### config.mk
export PLATFORM = sky130hd
export DESIGN_NAME = stack_with_extract_extremum
export DESIGN_NICKNAME = d
export VERILOG_FILES = /design/src/design/swee_pkg.sv /design/src/design/swee_mem.sv /design/src/design/stack_with_extract_extremum.sv
export SDC_FILE = /design/constraint.sdc
export NUM_CORES = 1
export LEC_CHECK = 0
export ABC_AREA = 0
export BUFFER_PORTS_ARGS = -buffer_cell sky130_fd_sc_hd__buf_2
export CELL_PAD_IN_SITES_DETAIL_PLACEMENT = 1
export CELL_PAD_IN_SITES_GLOBAL_PLACEMENT = 2
export CORE_MARGIN = 2
export CORE_UTILIZATION = 45
export CTS_BUF_LIST = sky130_fd_sc_hd__clkbuf_8
export DETAILED_ROUTE_END_ITERATION = 6
export PLACE_DENSITY_LB_ADDON = 0.1
export SLEW_MARGIN = 20
export SYNTH_ARGS = -nofsm -noshare
export SYNTH_HDL_FRONTEND = slang
export SYNTH_SLANG_ARGS = --single-unit
### constraint.sdc
create_clock -name clk -period 17.45 [get_ports clk]
set_clock_uncertainty 0.15 [all_clocks]
set_input_delay 2.6175 -clock clk [delete_from_list [all_inputs] [get_ports clk]]
set_output_delay 2.6175 -clock clk [all_outputs]
set_load 0.1 [all_outputs]
### src/design/swee_pkg.sv
package swee_pkg;

    localparam int DEPTH_DEFAULT = 8;
    localparam int DATA_W = 32;

    typedef enum logic [1:0] {
        OP_PUSH  = 2'd0,
        OP_POP   = 2'd1,
        OP_EXMIN = 2'd2,
        OP_EXMAX = 2'd3
    } opcode_t;

    typedef enum logic [1:0] {
        ST_OK    = 2'd0,
        ST_FULL  = 2'd1,
        ST_EMPTY = 2'd2
    } status_t;

    typedef enum logic [1:0] {
        S_IDLE,
        S_POP,
        S_SCAN,
        S_COMPACT
    } state_t;

    typedef struct packed {
        logic rd_en;
        logic wr_en;
    } mem_ctl_t;

endpackage

### src/design/swee_mem.sv
module swee_mem #(
    parameter int DEPTH = swee_pkg::DEPTH_DEFAULT,
    localparam int AW = (DEPTH > 1) ? $clog2(DEPTH) : 1
) (
    input  logic                        clk,
    input  swee_pkg::mem_ctl_t          ctl,
    input  logic [AW-1:0]               raddr,
    input  logic [AW-1:0]               waddr,
    input  logic [swee_pkg::DATA_W-1:0] wdata,
    output logic [swee_pkg::DATA_W-1:0] rdata
);

    logic [swee_pkg::DATA_W-1:0] mem [DEPTH];

    always_ff @(posedge clk)
    begin
        if (ctl.wr_en)
        begin
            mem[waddr] <= wdata;
        end
    end

    always_ff @(posedge clk)
    begin
        if (ctl.rd_en)
        begin
            rdata <= mem[raddr];
        end
    end

endmodule

### src/design/stack_with_extract_extremum.sv
// Push and any rejected transaction finish from the idle state; pop passes through S_POP, and
// extract sweeps the entries in S_SCAN, then compacts them in S_COMPACT.
// Start is ignored while busy; the next start is taken in the done cycle; extract
// time is set by the single read port of entry memory, swept for the extremum then compacted.
// Reset: rst_n clears the stack count and control state; fill_count and entry memory are not cleared.
// Results are strobed for one cycle on done; the receiver cannot stall.
module stack_with_extract_extremum #(
    parameter int DEPTH = swee_pkg::DEPTH_DEFAULT
) (
    input  logic        clk,
    input  logic        rst_n,
    input  logic        start,
    output logic        busy,
    input  logic [1:0]  opcode,
    input  logic [31:0] push_value,
    output logic        done,
    output logic [31:0] out_value,
    output logic [1:0]  status,
    output logic [3:0]  fill_count
);

    localparam int AW = (DEPTH > 1) ? $clog2(DEPTH) : 1;
    localparam int CW = $clog2(DEPTH + 1);
    localparam logic [CW-1:0] DEPTH_C = CW'(DEPTH);

    swee_pkg::state_t state_reg, state_next;
    logic [CW-1:0]    count_reg, count_next;
    logic [CW-1:0]    idx_reg, idx_next;
    logic [CW-1:0]    kept_reg, kept_next;
    logic [CW-1:0]    fill_reg, fill_next;
    logic [31:0]      best_reg, best_next;
    logic [31:0]      out_value_reg, out_value_next;
    swee_pkg::status_t status_reg, status_next;
    logic             first_reg, first_next;
    logic             want_max_reg, want_max_next;
    logic             rvalid_reg, rvalid_next;
    logic             done_reg, done_next;

    swee_pkg::mem_ctl_t ctl;
    logic [AW-1:0]      raddr, waddr;
    logic [31:0]        wdata, rdata;
    logic [CW-1:0]      top_idx;
    logic               sweep_end;
    logic               better;
    logic [CW+3:0]      fill_wide;
    swee_pkg::opcode_t  op;

    swee_mem #(.DEPTH(DEPTH)) u_mem (
        .clk   (clk),
        .ctl   (ctl),
        .raddr (raddr),
        .waddr (waddr),
        .wdata (wdata),
        .rdata (rdata)
    );

    assign op        = swee_pkg::opcode_t'(opcode);
    assign top_idx   = count_reg - CW'(1);
    assign sweep_end = (idx_reg == count_reg) && !rvalid_reg;
    assign better    = want_max_reg ? ($signed(rdata) > $signed(best_reg))
                                    : ($signed(rdata) < $signed(best_reg));

    always_comb
    begin
        state_next = state_reg;
        case (state_reg)
            swee_pkg::S_IDLE:
            begin
                if (start && (op != swee_pkg::OP_PUSH) && (count_reg != '0))
                begin
                    state_next = (op == swee_pkg::OP_POP) ? swee_pkg::S_POP
                                                          : swee_pkg::S_SCAN;
                end
            end
            swee_pkg::S_POP:
            begin
                state_next = swee_pkg::S_IDLE;
            end
            swee_pkg::S_SCAN:
            begin
                if (sweep_end)
                begin
                    state_next = swee_pkg::S_COMPACT;
                end
            end
            swee_pkg::S_COMPACT:
            begin
                if (sweep_end)
                begin
                    state_next = swee_pkg::S_IDLE;
                end
            end
            default:
            begin
                state_next = swee_pkg::S_IDLE;
            end
        endcase
    end

    always_comb
    begin
        count_next     = count_reg;
        idx_next       = idx_reg;
        kept_next      = kept_reg;
        fill_next      = fill_reg;
        best_next      = best_reg;
        first_next     = first_reg;
        want_max_next  = want_max_reg;
        out_value_next = out_value_reg;
        status_next    = status_reg;
        rvalid_next    = 1'b0;
        done_next      = 1'b0;
        ctl.rd_en      = 1'b0;
        ctl.wr_en      = 1'b0;
        raddr          = idx_reg[AW-1:0];
        waddr          = kept_reg[AW-1:0];
        wdata          = rdata;
        case (state_reg)
            swee_pkg::S_IDLE:
            begin
                if (start)
                begin
                    if (op == swee_pkg::OP_PUSH)
                    begin
                        done_next      = 1'b1;
                        out_value_next = '0;
                        if (count_reg == DEPTH_C)
                        begin
                            status_next = swee_pkg::ST_FULL;
                            fill_next   = count_reg;
                        end
                        else
                        begin
                            ctl.wr_en   = 1'b1;
                            waddr       = count_reg[AW-1:0];
                            wdata       = push_value;
                            count_next  = count_reg + CW'(1);
                            fill_next   = count_reg + CW'(1);
                            status_next = swee_pkg::ST_OK;
                        end
                    end
                    else if (count_reg == '0)
                    begin
                        done_next      = 1'b1;
                        out_value_next = '0;
                        status_next    = swee_pkg::ST_EMPTY;
                        fill_next      = count_reg;
                    end
                    else if (op == swee_pkg::OP_POP)
                    begin
                        ctl.rd_en   = 1'b1;
                        raddr       = top_idx[AW-1:0];
                        rvalid_next = 1'b1;
                    end
                    else
                    begin
                        want_max_next = (op == swee_pkg::OP_EXMAX);
                        idx_next      = '0;
                        first_next    = 1'b1;
                    end
                end
            end
            swee_pkg::S_POP:
            begin
                done_next      = 1'b1;
                out_value_next = rdata;
                status_next    = swee_pkg::ST_OK;
                count_next     = top_idx;
                fill_next      = top_idx;
            end
            swee_pkg::S_SCAN:
            begin
                if (idx_reg < count_reg)
                begin
                    ctl.rd_en   = 1'b1;
                    rvalid_next = 1'b1;
                    idx_next    = idx_reg + CW'(1);
                end
                if (rvalid_reg)
                begin
                    first_next = 1'b0;
                    if (first_reg || better)
                    begin
                        best_next = rdata;
                    end
                end
                if (sweep_end)
                begin
                    idx_next  = '0;
                    kept_next = '0;
                end
            end
            swee_pkg::S_COMPACT:
            begin
                if (idx_reg < count_reg)
                begin
                    ctl.rd_en   = 1'b1;
                    rvalid_next = 1'b1;
                    idx_next    = idx_reg + CW'(1);
                end
                if (rvalid_reg && (rdata != best_reg))
                begin
                    ctl.wr_en = 1'b1;
                    kept_next = kept_reg + CW'(1);
                end
                if (sweep_end)
                begin
                    done_next      = 1'b1;
                    out_value_next = best_reg;
                    status_next    = swee_pkg::ST_OK;
                    count_next     = kept_reg;
                    fill_next      = kept_reg;
                end
            end
            default:
            begin
                rvalid_next = 1'b0;
            end
        endcase
    end

    always_ff @(posedge clk or negedge rst_n)
    begin
        if (!rst_n)
        begin
            state_reg  <= swee_pkg::S_IDLE;
            count_reg  <= '0;
            rvalid_reg <= 1'b0;
            done_reg   <= 1'b0;
        end
        else
        begin
            state_reg  <= state_next;
            count_reg  <= count_next;
            rvalid_reg <= rvalid_next;
            done_reg   <= done_next;
        end
    end

    always_ff @(posedge clk)
    begin
        idx_reg       <= idx_next;
        kept_reg      <= kept_next;
        fill_reg      <= fill_next;
        best_reg      <= best_next;
        first_reg     <= first_next;
        want_max_reg  <= want_max_next;
        out_value_reg <= out_value_next;
        status_reg    <= status_next;
    end

    assign fill_wide  = {4'b0000, fill_reg};
    assign busy       = (state_reg != swee_pkg::S_IDLE);
    assign done       = done_reg;
    assign out_value  = out_value_reg;
    assign status     = status_reg;
    assign fill_count = fill_wide[3:0];

`ifndef SYNTHESIS
    a_count_bound: assert property (@(posedge clk) disable iff (!rst_n)
        count_reg <= DEPTH_C)
        else $error("fill count above depth");

    a_done_cause: assert property (@(posedge clk) disable iff (!rst_n)
        done |-> $past(busy || start))
        else $error("result without a transaction");

    a_reject_zero: assert property (@(posedge clk) disable iff (!rst_n)
        (done && (status != swee_pkg::ST_OK)) |-> (out_value == '0))
        else $error("nonzero value on rejected transaction");

    a_compact_order: assert property (@(posedge clk) disable iff (!rst_n)
        ((state_reg == swee_pkg::S_COMPACT) && ctl.wr_en) |-> (kept_reg < idx_reg))
        else $error("compaction write overtakes read");

    a_busy_no_done: assert property (@(posedge clk) disable iff (!rst_n)
        (busy && !$past(busy)) |-> !done)
        else $error("result strobed on multi-cycle start");
`endif

endmodule
==> flow_summary.html <==
<table>
<tr><th>Metric</th><th>Value</th></tr>
<tr><th colspan="2">Status</th></tr>
<tr><td>Status</td><td>finished clean</td></tr>
<tr><th colspan="2">Detailed routing</th></tr>
<tr><td>Aggregate routed wire length</td><td>between 30,000 and 40,000 um</td></tr>
<tr><td>Number of vias per cell</td><td>between 5 and 6</td></tr>
<tr><td>Uppermost routed layer</td><td>met4</td></tr>
<tr><td>Metal3 WL</td><td>roughly 1800 um</td></tr>
<tr><td>Drt drc</td><td>0</td></tr>
<tr><td>Number of design-rule violations left by the first detailed-router iteration</td><td>approximately 420</td></tr>
<tr><td>Antenna violation net count after detailed routing</td><td>0</td></tr>
<tr><td>M1 WL</td><td>about 16,000 um</td></tr>
<tr><td>Detailed-router iteration count before antenna repair</td><td>7</td></tr>
<tr><td>Total number of vias</td><td>approximately 8.5k</td></tr>
<tr><td>Routed length per instance</td><td>roughly 25 um</td></tr>
<tr><td>Routed length on met2</td><td>about 19,000 um</td></tr>
<tr><th colspan="2">Timing</th></tr>
<tr><td>Setup violators final</td><td>0</td></tr>
<tr><td>Accumulated negative setup slack</td><td>0 ns</td></tr>
<tr><td>Smallest setup slack after layout</td><td>around 12 ns</td></tr>
<tr><td>Hold slack final</td><td>roughly 0.36 ns</td></tr>
<tr><td>Final cycle utilization of the critical path</td><td>0.307</td></tr>
<tr><td>Shortest clock period the worst path allows after layout</td><td>about 5.4 ns</td></tr>
<tr><td>Final Hold Viols</td><td>0</td></tr>
<tr><td>Final number of max-transition violations</td><td>0</td></tr>
<tr><td>Worst slew pin tran</td><td>~0.97 ns</td></tr>
<tr><td>Worst slew margin relative to its limit</td><td>0.356</td></tr>
<tr><td>Unrepaired setup endpoints after global routing</td><td>false</td></tr>
<tr><td>Maximum frequency from static timing analysis</td><td>about 0.19 GHz</td></tr>
<tr><th colspan="2">Critical path</th></tr>
<tr><td>Most frequent cell on the critical path</td><td>nor2_4</td></tr>
<tr><td>Startpoint of the worst register-to-register path</td><td>count_reg[0]$_DFFE_PN0P_</td></tr>
<tr><td>Crit path DAT</td><td>5.49 ns</td></tr>
<tr><td>Critical path class</td><td>primary input to flip-flop</td></tr>
<tr><td>Worst Setup SP</td><td>opcode[1]</td></tr>
<tr><td>Highest fanout seen on the critical path</td><td>45</td></tr>
<tr><td>Worst r2r path cells</td><td>10</td></tr>
<tr><td>FF-to-FF End</td><td>u_mem.mem[0][19]$_DFFE_PP_</td></tr>
<tr><td>Critical path destination</td><td>u_mem.mem[0][19]$_DFFE_PP_</td></tr>
<tr><td>Worst path cell trace</td><td>buf_2 &gt; nor2_1 &gt; nand2_1 &gt; nor2_4 &gt; buf_4 &gt; a22oi_1 &gt; or2_2 &gt; nor2_4 &gt; buf_16</td></tr>
<tr><td>CP max stage cell</td><td>buf_4</td></tr>
<tr><td>Kind of capture point of the worst setup path</td><td>flip-flop</td></tr>
<tr><td>Critical path launch point type</td><td>primary input</td></tr>
<tr><td>Reg2reg setup slack</td><td>between 10 and 15 ns</td></tr>
<tr><td>Slowest stage delay, CP</td><td>between 0.6 and 0.7 ns</td></tr>
<tr><td>Worst path required time</td><td>17.58 ns</td></tr>
<tr><th colspan="2">CTS</th></tr>
<tr><td>Total clock buffers created by CTS</td><td>67</td></tr>
<tr><td>Clock latency reported for the late side of the worst-skew pair</td><td>just over 0.6 ns</td></tr>
<tr><td>Number of H-tree levels</td><td>3</td></tr>
<tr><td>CTS Sinks</td><td>~380</td></tr>
<tr><td>Buffer cell driving the clock tree root</td><td>clkbuf_8</td></tr>
<tr><td>Clock tree buffer depth</td><td>3</td></tr>
<tr><td>Buffers inserted by post-CTS timing repair</td><td>0</td></tr>
<tr><td>Cells resized by post-CTS repair</td><td>0</td></tr>
<tr><td>Cts hold-fix bufs</td><td>0</td></tr>
<tr><td>CTS clk-pin slew, worst paths</td><td>0.06 ns</td></tr>
<tr><td>Clock tree from TritonCTS</td><td>yes</td></tr>
<tr><th colspan="2">Power and ir drop</th></tr>
<tr><td>Leakage</td><td>~6.5 nW</td></tr>
<tr><td>VDD IR-drop max</td><td>0.192 mV</td></tr>
<tr><td>Ratio of total power to cell area</td><td>slightly below 200 nW/um^2</td></tr>
<tr><td>Total Power Consumption</td><td>approximately 3.6 mW</td></tr>
<tr><th colspan="2">Placed design</th></tr>
<tr><td>Buffers added on ports</td><td>76</td></tr>
<tr><td>Final HPWL from detailed placement</td><td>22,000 um</td></tr>
<tr><td>Pre-CTS setup slack</td><td>around 11 ns</td></tr>
<tr><td>Placed Cells</td><td>around 1.4k</td></tr>
<tr><td>Routability congestion estimate from global placement</td><td>slightly below 0.8</td></tr>
<tr><th colspan="2">Floorplanning</th></tr>
<tr><td>Area of the core</td><td>35,300 um^2</td></tr>
<tr><td>Count of pins on the block boundary</td><td>77</td></tr>
<tr><td>Effective utilization at floorplan</td><td>0.454</td></tr>
<tr><td>Y dimension of the die</td><td>slightly below 200 um</td></tr>
<tr><td>Floorplan row count</td><td>69</td></tr>
<tr><td>Die area</td><td>~37,000 um^2</td></tr>
<tr><td>Die width</td><td>just under 200 um</td></tr>
<tr><th colspan="2">Yosys</th></tr>
<tr><td>Number of flops mapped to enable cells by yosys</td><td>between 300 and 400</td></tr>
<tr><td>Synthesized netlist net count</td><td>960</td></tr>
<tr><td>Warnings from Yosys</td><td>0</td></tr>
<tr><td>Post-synthesis area per instance</td><td>~18 um^2</td></tr>
<tr><td>Ys async rst share</td><td>0.0213</td></tr>
<tr><td>Number of standard cells after synthesis</td><td>approximately 880</td></tr>
<tr><td>Top FF cell, synth</td><td>edfxtp_1</td></tr>
<tr><td>Number of synthesized register bits</td><td>roughly 380</td></tr>
<tr><td>Distinct cells, synth</td><td>56</td></tr>
<tr><td>Synthesized cell area</td><td>between 15,000 and 20,000 um^2</td></tr>
<tr><td>Share of the yosys chip area belonging to registers</td><td>0.702</td></tr>
<tr><th colspan="2">Finish</th></tr>
<tr><td>Non-filler instance count after layout</td><td>1,516</td></tr>
<tr><td>Area used by sequential logic in the layout</td><td>11,300 um^2</td></tr>
<tr><td>Most common cell after layout, fill and taps aside</td><td>edfxtp_1</td></tr>
<tr><td># diodes</td><td>0</td></tr>
<tr><td>Area added between synthesis and finish</td><td>14.0%</td></tr>
<tr><td>Share of final-layout standard cells stronger than drive strength 1</td><td>0.269</td></tr>
<tr><td>Multi-input gate area</td><td>4440 um^2</td></tr>
<tr><td>Flip-flop count of the largest register after layout</td><td>between 200 and 300</td></tr>
<tr><td>Fill cells</td><td>around 3.3k</td></tr>
<tr><td>Net count reported at finish</td><td>between 1k and 1.5k</td></tr>
<tr><td>Register name with the most flops</td><td>u_mem.mem</td></tr>
<tr><td>Leading cell types in the layout, fill and taps excluded</td><td>368 x edfxtp_1, 76 x buf_2, 70 x clkbuf_8, 65 x mux2_2, 57 x inv_1</td></tr>
<tr><th colspan="2">Global routing</th></tr>
<tr><td>Maximum number of pins on one net before global-route repair</td><td>65</td></tr>
<tr><td>Total congestion overflow</td><td>0</td></tr>
<tr><td>First-pass GRT wire length</td><td>approximately 56,000 um</td></tr>
<tr><td>Total GRT Usage</td><td>0.208</td></tr>
<tr><td>Initial antenna violation count</td><td>0</td></tr>
<tr><td>Vias in the first global route</td><td>around 9k</td></tr>
<tr><th colspan="2">Hold path</th></tr>
<tr><td>Classification of the worst-slack hold path</td><td>flip-flop to flip-flop</td></tr>
<tr><th colspan="2">Run</th></tr>
<tr><td>Number of max-cap violations</td><td>0</td></tr>
</table>
power by group:
group	switching, mW	internal (mW)	leakage [nW]
clock network	0.362	0.433	0.705
registers	0.104	1.32	3.45
logic	0.971	0.415	2.32
total	1.44	2.17	6.47
Yosys cell counts (8+ instances only):
master / count / area share
nand4_1: 8 / 0.0031
ha_1: 44 / 0.034
dfrtp_1: 8 / 0.012
nand2_1: 49 / 0.011
mux4_2: 10 / 0.014
buf_6: 8 / 0.0056
a21oi_1: 22 / 0.0069
clkbuf_1: 15 / 0.0035
inv_1: 43 / 0.010
a31oi_1: 8 / 0.0031
nand3_1: 9 / 0.0028
mux2_2: 65 / 0.046
mux4_1: 54 / 0.088
edfxtp_1: 368 / 0.69
nor2_1: 33 / 0.0077
o21ai_0: 46 / 0.014
logic make-up (layout without fill, tap and decap cells):
group           Yosys count  after routing  share of synthesized area
flops                   376            376                      0.702
mux                     134            134                      0.152
simple gates            132            132                     0.0405
compound gates          104            104                     0.0385
buf+inv                  81            257                     0.0293
fa+ha+maj                44             44                     0.0343
xor+xnor                  8              8                    0.00437
cell type report:
type / count / area share
clock buffers: 70 / 0.0527
multi-input cells: 422 / 0.243
repair buffers: 92 / 0.0305
clock inverters: 49 / 0.0177
flip-flops and latches: 376 / 0.615
well taps: 461 / 0.0315
inverters: 46 / 0.00944
metrics by stage:
step / utilization / cell area (um^2)
floorplan: - / 16000
global placement: 0.479 / 16900
detailed placement: 0.481 / 17000
CTS: 0.518 / 18300
global route: 0.518 / 18300
finish: 0.518 / 18300
worst min-delay path by stage:
stage | from | endpoint | slack, ns | depth (start not counted)
finish | u_mem.rdata[0]$_DFFE_PP_ | best_reg[0]$_DFFE_PP_ | 0.36 | 0
global route | u_mem.rdata[0]$_DFFE_PP_ | best_reg[0]$_DFFE_PP_ | 0.38 | 0
CTS | u_mem.rdata[1]$_DFFE_PP_ | best_reg[1]$_DFFE_PP_ | 0.37 | 0
global placement | u_mem.rdata[0]$_DFFE_PP_ | best_reg[0]$_DFFE_PP_ | 0.33 | 0
detailed placement | u_mem.rdata[0]$_DFFE_PP_ | best_reg[0]$_DFFE_PP_ | 0.34 | 0
floorplan | u_mem.rdata[0]$_DFFE_PP_ | best_reg[0]$_DFFE_PP_ | 0.30 | 0
worst max-delay path: cells and delay by family:
kind                   cells  cell delay, ns
and+or+nand+nor            5            1.67
AOI/OAI and AO/OA          1            0.18
buffers and inverters      3            0.98
per-layer routing:
metal,track usage,up-vias
li1,-,3781
met1,0.269,4451
met2,0.350,211
met3,0.0402,70
met4,0.0793,0
met5,0,-
Note: power is estimated with default switching activity, not from simulation.
